`config.mk`:
```
export PLATFORM = sky130hd
export DESIGN_NAME = rbts_ctrl
export DESIGN_NICKNAME = d
export VERILOG_FILES = /design/src/hw/rtl/rbts_pkg.sv /design/src/hw/rtl/rbts_ctrl.sv
export SDC_FILE = /design/constraint.sdc
export NUM_CORES = 1
export LEC_CHECK = 0
export BUFFER_PORTS_ARGS = -buffer_cell sky130_fd_sc_hd__buf_2
export CORE_MARGIN = 2
export CORE_UTILIZATION = 38
export CTS_CLUSTER_SIZE = 12
export DETAILED_ROUTE_END_ITERATION = 8
export GPL_TIMING_DRIVEN = 1
export PLACE_DENSITY = 0.73
export SYNTH_ARGS = -nofsm -noshare
export SYNTH_HDL_FRONTEND = slang
export SYNTH_SLANG_ARGS = --single-unit
```
`constraint.sdc`:
```
create_clock -name clk -period 1.4 [get_ports clk]
set_input_delay 0 -clock clk [delete_from_list [all_inputs] [get_ports clk]]
set_output_delay 0 -clock clk [all_outputs]
set_load 0.1 [all_outputs]
```
`src/hw/rtl/rbts_pkg.sv`:
```
// Shared types and constants of the rule bytecode transition select block.
package rbts_pkg;

	localparam int unsigned CODE_DET     = 32;
	localparam int unsigned CODE_CNT     = 64;
	localparam int unsigned CODE_CNT_END = 76;
	localparam int unsigned CODE_LIT     = 128;
	localparam int unsigned NODE_SLOTS   = 128;
	localparam int unsigned DIV_STEPS    = 32;

	localparam logic [3:0] OP_NONE = 4'd0;
	localparam logic [3:0] OP_EQ   = 4'd1;
	localparam logic [3:0] OP_NE   = 4'd2;
	localparam logic [3:0] OP_LT   = 4'd3;
	localparam logic [3:0] OP_LE   = 4'd4;
	localparam logic [3:0] OP_GT   = 4'd5;
	localparam logic [3:0] OP_GE   = 4'd6;
	localparam logic [3:0] OP_ADD  = 4'd7;
	localparam logic [3:0] OP_SUB  = 4'd8;
	localparam logic [3:0] OP_MUL  = 4'd9;
	localparam logic [3:0] OP_DIV  = 4'd10;
	localparam logic [3:0] OP_MOD  = 4'd11;
	localparam logic [3:0] OP_AND  = 4'd12;
	localparam logic [3:0] OP_OR   = 4'd13;

	localparam logic [1:0] REG_OP_LIMIT  = 2'd0;
	localparam logic [1:0] REG_TRANS_USE = 2'd1;
	localparam logic [1:0] REG_ANY_STATE = 2'd2;

	typedef enum logic [2:0] {
		CMD_PHASE,
		CMD_DET,
		CMD_CNT,
		CMD_OP,
		CMD_RULE,
		CMD_TRANS,
		CMD_EVAL,
		CMD_SEL
	} cmd_t;

	typedef struct packed {
		logic [3:0] opr;
		logic [7:0] a;
		logic [7:0] b;
	} op_entry_t;

	// Controller to datapath commands.
	typedef struct packed {
		logic take;
		logic eval_init;
		logic opa;
		logic opb;
		logic opc;
		logic alu_wb;
		logic div_start;
		logic div_wb;
		logic eval_end;
		logic sel_chk;
		logic sel_adv;
		logic sel_upd;
		logic out_load;
	} ctl_t;

	// Datapath to controller status.
	typedef struct packed {
		cmd_t kind;
		logic fetch_ok;
		logic op_none;
		logic div_op;
		logic div_done;
		logic sel_more;
		logic sel_match;
	} sts_t;

endpackage

```
`src/hw/rtl/rbts_ctrl.sv`:
```
// Controller state machine sequencing evaluate and select commands.
module rbts_ctrl
	import rbts_pkg::*;
(
	input  logic clk,
	input  logic arst_n,
	input  logic in_valid,
	input  cmd_t in_cmd,
	output logic in_ready,
	output logic out_valid,
	input  logic out_ready,
	input  sts_t sts,
	output ctl_t ctl
);

	typedef enum logic [3:0] {
		S_IDLE,
		S_RULE,
		S_START,
		S_FETCH,
		S_OPA,
		S_OPB,
		S_OPC,
		S_ALU,
		S_DIV,
		S_EEND,
		S_TREAD,
		S_TCHECK,
		S_TUPD,
		S_FINISH
	} state_t;

	state_t state_q;
	logic   out_valid_q;
	logic   out_free;

	assign in_ready  = state_q == S_IDLE;
	assign out_valid = out_valid_q;
	assign out_free  = !out_valid_q || out_ready;

	always_comb begin
		ctl           = '0;
		ctl.take      = in_valid && (state_q == S_IDLE);
		ctl.eval_init = state_q == S_START;
		ctl.opa       = state_q == S_OPA;
		ctl.opb       = state_q == S_OPB;
		ctl.opc       = state_q == S_OPC;
		ctl.alu_wb    = (state_q == S_ALU) && !sts.div_op;
		ctl.div_start = (state_q == S_ALU) && sts.div_op;
		ctl.div_wb    = (state_q == S_DIV) && sts.div_done;
		ctl.eval_end  = state_q == S_EEND;
		ctl.sel_chk   = state_q == S_TCHECK;
		ctl.sel_adv   = (state_q == S_TCHECK) && !sts.sel_match;
		ctl.sel_upd   = state_q == S_TUPD;
		ctl.out_load  = (state_q == S_FINISH) && out_free;
	end

	always_ff @(posedge clk or negedge arst_n) begin
		if (!arst_n) begin
			state_q     <= S_IDLE;
			out_valid_q <= 1'b0;
		end else begin
			// A new result replaces the one taken in the same cycle.
			if ((state_q == S_FINISH) && out_free) begin
				out_valid_q <= 1'b1;
			end else if (out_valid_q && out_ready) begin
				out_valid_q <= 1'b0;
			end
			case (state_q)
				S_IDLE: begin
					if (in_valid) begin
						if (in_cmd == CMD_EVAL) begin
							state_q <= S_RULE;
						end else if (in_cmd == CMD_SEL) begin
							state_q <= S_TREAD;
						end
					end
				end
				S_RULE:  state_q <= S_START;
				S_START: state_q <= S_FETCH;
				S_FETCH: state_q <= sts.fetch_ok ? S_OPA : S_EEND;
				S_OPA:   state_q <= sts.op_none ? S_EEND : S_OPB;
				S_OPB:   state_q <= S_OPC;
				S_OPC:   state_q <= S_ALU;
				S_ALU:   state_q <= sts.div_op ? S_DIV : S_FETCH;
				S_DIV: begin
					if (sts.div_done) begin
						state_q <= S_FETCH;
					end
				end
				S_EEND:  state_q <= (sts.kind == CMD_SEL) ? S_TUPD : S_FINISH;
				S_TREAD: state_q <= sts.sel_more ? S_TCHECK : S_FINISH;
				S_TCHECK: state_q <= sts.sel_match ? S_RULE : S_TREAD;
				S_TUPD:  state_q <= S_TREAD;
				S_FINISH: begin
					if (out_free) begin
						state_q <= S_IDLE;
					end
				end
				default: state_q <= S_IDLE;
			endcase
		end
	end

endmodule

```
==> metrics.md, run 1 <==
| Metric | Value |
|---|---|
| Synthesis Warnings | 0 |
| Post-CTS setup buffers | 15 |
| Synth area leaders | dfrtp_1 22%, nor2_1 6.6%, nor3_1 6.2% |
| CTS max path bufs | 2 |
| Dpl ws | -0.1809 ns |
| Gpl congestion | 0.9046 |
| Buffers added on ports | 30 |
| Area after DPL | 0.001281 mm² |
| Largest area contributor in the netlist | dfrtp_1 |
| CTS H-tree lvls | 1 |
| First Err | [ERROR DPL-0038] Utilization greater than 100%, impossible to legalize |
| Last stage reached | 4_1_cts |
| Sequential area share after synthesis | 21.98% |
| Placement Rows | 13 |
| Synthesized area | 569.3 µm² |
| Root Buffer | clkbuf_4 |
| Post-synth top area share | 21.98% |
| CTS Buf Count | 3 |
| CTS resizes | 30 |
| Outcome | aborted with a tool error |
| Syn Nets | 97 |
| I/O pin cnt | 31 |
| Synthesized instance count | 81 |
| Die H | ~43 µm |
| Starting Density | 42.17% |
| FF+latch count, synth | 5 |
| Die width | 42.71 µm |
| Post-synthesis average cell area | 7.028 µm² |
| Synth cell types | 35 |
| Clk sink count | 5 |
| Hpwl dp | about 2200 µm |
| Cts hold-fix bufs | 1 |
## cell families after synthesis
| kind of cell | after synthesis | share of synthesized area, % |
|---|---|---|
| simple gates | 45 | 43.96 |
| flops | 5 | 21.98 |
| compound gates | 22 | 25.50 |
| buf+inv | 9 | 8.570 |
## metrics by stage
step                hold slack, ns  setup TNS, ns  instances
floorplan                  -0.2956         -5.060         81
global placement           -0.1869        -0.4165        150
detailed placement         -0.1851        -0.8045        150
## synth_stat cells, drive strengths merged
cell / instances
nor2: 10
nand3: 1
nand2b: 5
nor2b: 1
o21bai: 1
nor3b: 2
dfrtp: 5
or2: 1
buf: 5
a211oi: 1
o21a: 1
inv: 3
o21ai: 5
a31oi: 3
nor4: 1
nor4b: 1
o41ai: 1
a311oi: 1
a21oi: 5
or2b: 1
o2bb2ai: 2
nor3: 8
and2: 2
nand3b: 1
or3: 1
clkbuf: 1
nand4: 1
nand4b: 1
a311o: 1
o31a: 1
nand2: 8
==> inputs of run 2 (changes only) <==
Settings changed: CORE_AREA from default to 2 2 63 65, CORE_MARGIN 2 to default, CORE_UTILIZATION 38 to default, CTS_CLUSTER_SIZE 12 to default, DIE_AREA from default to 0 0 65 67, PLACE_DENSITY 0.73 to default, PLACE_DENSITY_LB_ADDON from default to 0.15.
Clock period 1.4 ns to 1.8 ns, I/O delays scaled along.
==> run 2 against run 1 <==
The flow now finishes without violations. Synthesized area stayed put. Synthesized cell count unchanged.
==> metrics.md, run 2 <==
| Metric | Value |
|---|---|
| I/O pin cnt | 31 (unchanged) |
| Power Total | 2.112 mW |
| Largest register FFs | 4 |
| Fillers | 383 |
| Hold_sp | out_ready |
| Die width | 65 µm (+52%) |
| Final core utilization | 32.34% |
| Largest Register | state_q |
| Final Setup Violations | 0 |
| Post-synth top cells | 10 x nor2_1, 8 x nand2_1, 7 x nor3_1 |
| Post-synth top area share | 21.98% (unchanged) |
| Fraction of layout cells with a size suffix above 1 | 51.24% |
| Via count | approximately 760 |
| Reg2reg start | state_q[3] |
| Synthesized area | 569.3 µm² (unchanged) |
| First-pass GRT wire length | 3312 µm |
| Register share of total power | 13.7% |
| Final hold vios | 0 |
| Placed cells | 164 (+9.3%) |
| Net switching power | 1.205 mW |
| Commonest non-fill, non-tap cell in the layout | buf_2 |
| Core Area | 0.003606 mm² |
| Setup TNS | 0 ns |
| Via density | 4.491 |
| PD cells | 1811 mW/mm² |
| Buffers added on ports | 30 (unchanged) |
| Synthesis Warnings | 0 (unchanged) |
| Wire per inst | around 12 µm |
| Worst Path Required | 1.80 ns |
| Syn Nets | 97 (unchanged) |
| CTS resizes | 0 (-100%) |
| DRT Pass-1 Iters | 4 |
| Clock transition at path regs | 0.04 ns |
| Die area | 0.004355 mm² |
| Gpl congestion | 0.8390 (-7.3%) |
| Crit. Startpoint | state_q[3] |
| Vias in the first global route | 725 |
| Initial DRC count | 14 |
| Crit. End Element | output pin |
| Grt ovf | 0 |
| Sequential area share after synthesis | 21.98% (unchanged) |
| Worst-path maximum fanout | 10 |
| Most common cell in the netlist | nor2_1 |
| CTS H-tree lvls | 1 (unchanged) |
| Synth area leaders | dfrtp_1 22%, nor2_1 6.6%, nor3_1 6.2% |
| Gr usage total | about a tenth |
| Peak Freq | between 600 and 700 MHz |
| Fin. max-slew vios | 0 |
| Commonest cells after routing, fill and taps aside | 18 x buf_2, 12 x buf_12, 11 x buf_4 |
| Layout area overhead | 104.8% |
| Leak | 0.4815 nW |
| Crit path launch type | register |
| FF+latch count, synth | 5 (unchanged) |
| Post-synth EDFFs | 0 (unchanged) |
| Placement Rows | 22 (+9) |
| Switching share of total power | between 50 and 60% |
| FFs w/ async S/R, synth | 100.0% (unchanged) |
| Root Buffer | clkbuf_8 |
| MaxCap Viol Count | 0 |
| Synthesized instance count | 81 (unchanged) |
| Outcome | finished clean |
| Minimum clock period | 1.664 ns |
| WL final | 2084 µm |
| Worst endpoint data arrival time | 1.66 ns |
| Synth cell types | 35 (unchanged) |
| Post-synthesis average cell area | 7.028 µm² (unchanged) |
| VDD IR-drop max | around 470 µV |
| Hpwl dp | 1774 µm (-20%) |
| Ys flop type | dfrtp_1 |
| WS Path Type | register to output pin |
| Initial antenna violation count | 0 |
| Die H | 67 µm (+57%) |
| Slew @ Worst Pin | 0.4887 ns |
| Post-route setup slack | 0.1358 ns |
| Dpl ws | 0.1557 ns (+0.3366 ns) |
| Skew-Pair Late Insertion Delay | 0.22 ns |
| Largest area contributor in the netlist | dfrtp_1 |
| Comb pwr share | 76.7% |
| Clock share of power | 9.7% |
| Hold_ws | 0.07365 ns |
| Clk sink count | 5 (unchanged) |
| Antenna cells | 0 |
| CTS tree | done |
| Starting Density | 15.79% (-26 points) |
| Largest net degree at the start of global routing | 13 |
| Max Clock Skew | 0.002332 ns |
| Pint | 0.9071 mW |
| Finished Layout Cells | between 150 and 200 |
| Worst Hold Class | input port to register |
| CTS Buf Count | 3 (unchanged) |
| Fin crit share | 92.45% |
| Area after DPL | 0.001111 mm² (-13%) |
| RSZ-0062 raised after global routing | false |
| Drt drc | 0 |
| Reg2Reg Setup Slack | between 0.1 and 0.15 ns |
| Rel. slew slack | 67.64% |
| Post-DRT Antenna Nets | 0 |
| Fin nets | 138 |
| CTS max path bufs | 2 (unchanged) |
| Final Instance Area | 0.001166 mm² |
-- run 2: cell counts after synthesis --
Identical to the previous run, type by type.
-- run 2: what timing repair did --
item / 4_1_cts / 5_1_grt
setup endpoints to repair: 0 / 0
endpoints found under the hold margin: 5 / 0
hold buffers: 1 / 0
setup buffers: 0 / 0
-- run 2: worst paths after layout --
| check | endpoint | cells after the start |
|---|---|---|
| min in group asynchronous | state_q[1] | 2 |
| max | ctl[5] | 3 |
| min | out_valid | 3 |
| min reg2reg | out_valid | 2 |
| max reg2reg | state_q[3] | 5 |
| max in group asynchronous | state_q[0] | 2 |
-- run 2: cell families (layout without fill, tap and decap cells) --
| logic type | after synthesis | in the layout | share of synthesized area (%) |
|---|---|---|---|
| AO/OA/AOI/OAI | 22 | 22 | 25.50 |
| AND/OR/NAND/NOR | 45 | 45 | 43.96 |
| buffers and inverters | 9 | 49 | 8.570 |
| flip-flops | 5 | 5 | 21.98 |
-- run 2: routing by layer --
layer  track usage (%)  vias to the layer above  wire [µm]
li1                  -                      374          -
met1             11.66                      347        894
met2             16.11                       32        976
met3             3.041                        6        165
met4             5.319                        0         47
met5                 0                        -          0
-- run 2: cell type report --
type / instances / area [µm²] / area share (%)
inverter: 3 / 11.26 / 0.9657
multi-input combinational: 67 / 500.5 / 42.92
clock buffer: 4 / 45.04 / 3.863
sequential: 5 / 126.4 / 10.84
tap: 48 / 60.06 / 5.150
timing repair buffer: 42 / 422.9 / 36.27
-- run 2: worst max-delay path: stages, from the launching register on --
cell,delay [ns]
dfrtp_1,0.52
or2b_4,0.37
nor4b_4,0.34
buf_12,0.22
-- run 2: power groups by stage --
| stage | logic [mW] | clock network, mW | registers [mW] |
|---|---|---|---|
| floorplan | 1.18 | 0 | 0.258 |
| global route | 1.71 | 0.214 | 0.301 |
| detailed placement | 1.62 | 0 | 0.286 |
| global placement | 1.63 | 0 | 0.285 |
| CTS | 1.63 | 0.208 | 0.286 |
| finish | 1.62 | 0.204 | 0.289 |
No activity file was read; power rests on OpenSTA's default activity.
==> inputs of run 3 (changes only) <==
Settings changed: ABC_AREA from default to 1, CELL_PAD_IN_SITES_DETAIL_PLACEMENT from default to 1, CELL_PAD_IN_SITES_GLOBAL_PLACEMENT from default to 1.
==> run 3 against run 2 <==
Sequential power fell by 23%. Die area did not move. Synthesized cell count rose by 36%. Combinational power decreased by 29%. Core utilization is 8.5 points lower. Clock skew fell by 0.0018 ns. Highest routed layer unchanged. Sequential cell count did not move. Critical path depth grew 3. Global-route usage down 0.37 points. Count of clock-buffer cells in the layout stayed put. Non-clock buffer count down 11. Largest power group unchanged. Cell area down 26%.
==> metrics.md, run 3 <==
| Metric | Value |
|---|---|
| Outcome | finished clean |
| Starting Density | 15.72% (-0.069 points) |
| Reg2Reg Setup Slack | 0.44 ns (+0.30 ns) |
| Rel. slew slack | 67.51% (-0.13 points) |
| Fillers | 488 (+27%) |
| Crit path launch type | register |
| Root Buffer | clkbuf_8 |
| Reg2reg start | state_q[0] |
| Drt drc | 0 (unchanged) |
| WL final | 1952 µm (-6.3%) |
| Most common cell in the netlist | nand2_1 |
| Layout area overhead | 51.43% |
| Power Total | 1.581 mW (-25%) |
| Post-synthesis average cell area | 5.153 µm² (-27%) |
| Peak Freq | 611.7 MHz (+1.8%) |
| R2R depth | 7 (+2) |
| Largest area contributor in the netlist | dfrtp_1 |
| Worst Hold Class | input port to register |
| VDD IR-drop max | 608.1 µV (+29%) |
| Initial DRC count | 6 (-8) |
| Die H | 67 µm (unchanged) |
| Slowest cell on the critical path | dfrtp_1 |
| Largest net degree at the start of global routing | 7 (-6) |
| Largest register FFs | 4 (unchanged) |
| Ys flop type | dfrtp_1 |
| Cts hold-fix bufs | 1 (unchanged) |
| Hold Path Depth | 4 (+1) |
| WP buf/inv | 3 (+2) |
| Crit. End Element | output pin |
| Buffers added on ports | 30 (unchanged) |
| Initial antenna violation count | 0 (unchanged) |
| Fin nets | 162 (+17%) |
| Synth cell types | 12 (-66%) |
| Post-synth EDFFs | 0 (unchanged) |
| DRT Pass-1 Iters | 4 (unchanged) |
| FFs w/ async S/R, synth | 100.0% (unchanged) |
| Worst-path cell chain | inv_1 -> nand2_1 -> nor2_4 -> nand2_1 -> clkinvlp_4 -> buf_2 |
| Synthesis Warnings | 0 (unchanged) |
| Skew-Pair Late Insertion Delay | 0.22 ns (about the same) |
| Antenna cells | 0 (unchanged) |
| Number of cells on the critical path | 6 (+3) |
| Core Area | 0.003606 mm² (unchanged) |
| Fin crit share | 90.82% (-1.6 points) |
| CP most frequent cell | nand2_1 |
| Post-synth top area share | 22.08% (+0.097 points) |
| Post-CTS setup buffers | 0 (unchanged) |
| Finished Layout Cells | 193 (+14%) |
| Vias in the first global route | 751 (+3.6%) |
| Worst endpoint data arrival time | 1.63 ns (-0.03 ns) |
| Die width | 65 µm (unchanged) |
| Grt ovf | 0 (unchanged) |
| WS Path Type | register to output pin |
| Clock transition at path regs | 0.03 ns (about the same) |
| Hold_ws | 0.07567 ns (+0.002019 ns) |
| Dpl ws | 0.3527 ns (+0.1971 ns) |
| CTS max path bufs | 2 (unchanged) |
| Largest Register | state_q |
| FF+latch count, synth | 5 (unchanged) |
| CTS resizes | 0 (unchanged) |
| Slew @ Worst Pin | 0.4907 ns (+0.001965 ns) |
| Post-route setup slack | 0.1652 ns (+0.02933 ns) |
| Commonest non-fill, non-tap cell in the layout | nand2_1 |
| Gr usage total | 9.548% (-0.37 points) |
| Final hold vios | 0 (unchanged) |
| Sequential area share after synthesis | 22.08% (+0.097 points) |
| First-pass GRT wire length | 3215 µm (-2.9%) |
| Fraction of layout cells with a size suffix above 1 | 33.79% (-17 points) |
| Die area | 0.004355 mm² (unchanged) |
| Gpl congestion | 0.7945 (-5.3%) |
| I/O pin cnt | 31 (unchanged) |
| Synth area leaders | dfrtp_1 22%, nand2_1 22%, inv_1 17% |
| Post-synth top cells | 33 x nand2_1, 25 x inv_1, 19 x nor2_1 |
| Minimum clock period | 1.635 ns (-0.02933 ns) |
| Commonest cells after routing, fill and taps aside | 33 x nand2_1, 30 x buf_2, 24 x inv_1 |
| Via density | 3.870 (-14%) |
| MaxCap Viol Count | 0 (unchanged) |
| Hold Path Sink | out_valid |
| Crit Reg-Reg Endpoint | state_q[1] |
| CTS tree | done |
| Post-DRT Antenna Nets | 0 (unchanged) |
| PD cells | 1842 mW/mm² (+1.7%) |
| Syn Nets | 126 (+30%) |
| RSZ-0062 raised after global routing | false |
| Wire per inst | 10.11 µm (-18%) |
| Clk sink count | 5 (unchanged) |
| Peak per-stage delay on the critical path | 0.41 ns (-0.11 ns) |
| CTS H-tree lvls | 1 (unchanged) |
| Max Clock Skew | 0.0005377 ns (-0.001794 ns) |
| Worst Path Required | 1.80 ns (about the same) |
| Fin. max-slew vios | 0 (unchanged) |
| Worst-path maximum fanout | 4 (-6) |
| Via count | 747 (-1.6%) |
| Cell family with most CP delay | buffers and inverters |
| Synthesized instance count | 110 (+36%) |
| Final Setup Violations | 0 (unchanged) |
| Hold_sp | out_ready |
| CTS Buf Count | 3 (unchanged) |
| Placement Rows | 22 (unchanged) |
| Hpwl dp | 1800 µm (+1.5%) |
| Placed cells | 188 (+15%) |
| Synthesized area | 566.8 µm² (-0.44%) |
| Leak | 0.5501 nW (+14%) |
[run 3: cell count changes after synthesis, sizes merged, moves of 2 or more]
cell | before | now
buf | 5 | 0
o2bb2ai | 2 | 0
nand2b | 5 | 0
nor3b | 2 | 0
nor2 | 10 | 25
a31oi | 3 | 0
nor3 | 8 | 1
nand3 | 1 | 12
nand2 | 8 | 35
inv | 3 | 27
a21oi | 5 | 1
and2 | 2 | 0
[run 3: per-layer routing]
layer	part of all wire (%)	global-route usage, %	vias to the layer above	wire length (µm)
li1	-	-	393	-
met4	1.1	3.191	0	21
met1	44	11.40	330	863
met2	51	18.04	21	995
met3	3.7	0.5068	3	72
met5	0	0	-	0
[run 3: cells by family after synthesis]
family	count (synthesis)	share of synthesized area, %
AND/OR/NAND/NOR	73	55.63
buffers and inverters	27	17.88
flip-flops	5	22.08
AO/OA/AOI/OAI	5	4.414
[run 3: how the worst max path moves through the flow]
stage / start / end / slack, ns
2_1_floorplan: state_q[2] / ctl[8] / -0.12
3_3_place_gp: state_q[2] / ctl[2] / 0.39
3_5_place_dp: state_q[2] / ctl[2] / 0.35
4_1_cts: state_q[2] / ctl[2] / 0.12
5_1_grt: state_q[0] / ctl[5] / 0.08
6_report: state_q[2] / ctl[2] / 0.17
[run 3: where the power goes]
part	switching (mW)	internal [mW]	total (mW)
combinational	0.911	0.243	1.15
clock	0.0526	0.152	0.204
sequential	0.0629	0.160	0.223
[run 3: worst min-delay path, stage by stage]
cell,delay (ns)
buf_2,0.07
nor2_1,0.05
inv_1,0.07
nand2_1,0.06
[run 3: per-stage QoR]
stage / setup TNS (ns) / area (µm²) / util (%)
4_1_cts: 0 / 858.3 / 23.80
3_5_place_dp: 0 / 803.3 / 22.28
2_1_floorplan: -0.3237 / 593.1 / -
5_1_grt: 0 / 858.3 / 23.80
6_report: 0 / 858.3 / 23.80
3_3_place_gp: 0 / 803.3 / 22.28
[run 3: area by class of cell]
type	instances	area (µm²)	area share, %
multi-input cells	78	362.8	42.27
clock buffers	4	45.04	5.248
repair buffers	31	160.2	18.66
inverters	27	105.1	12.24
well taps	48	60.06	6.997
flip-flops and latches	5	125.1	14.58
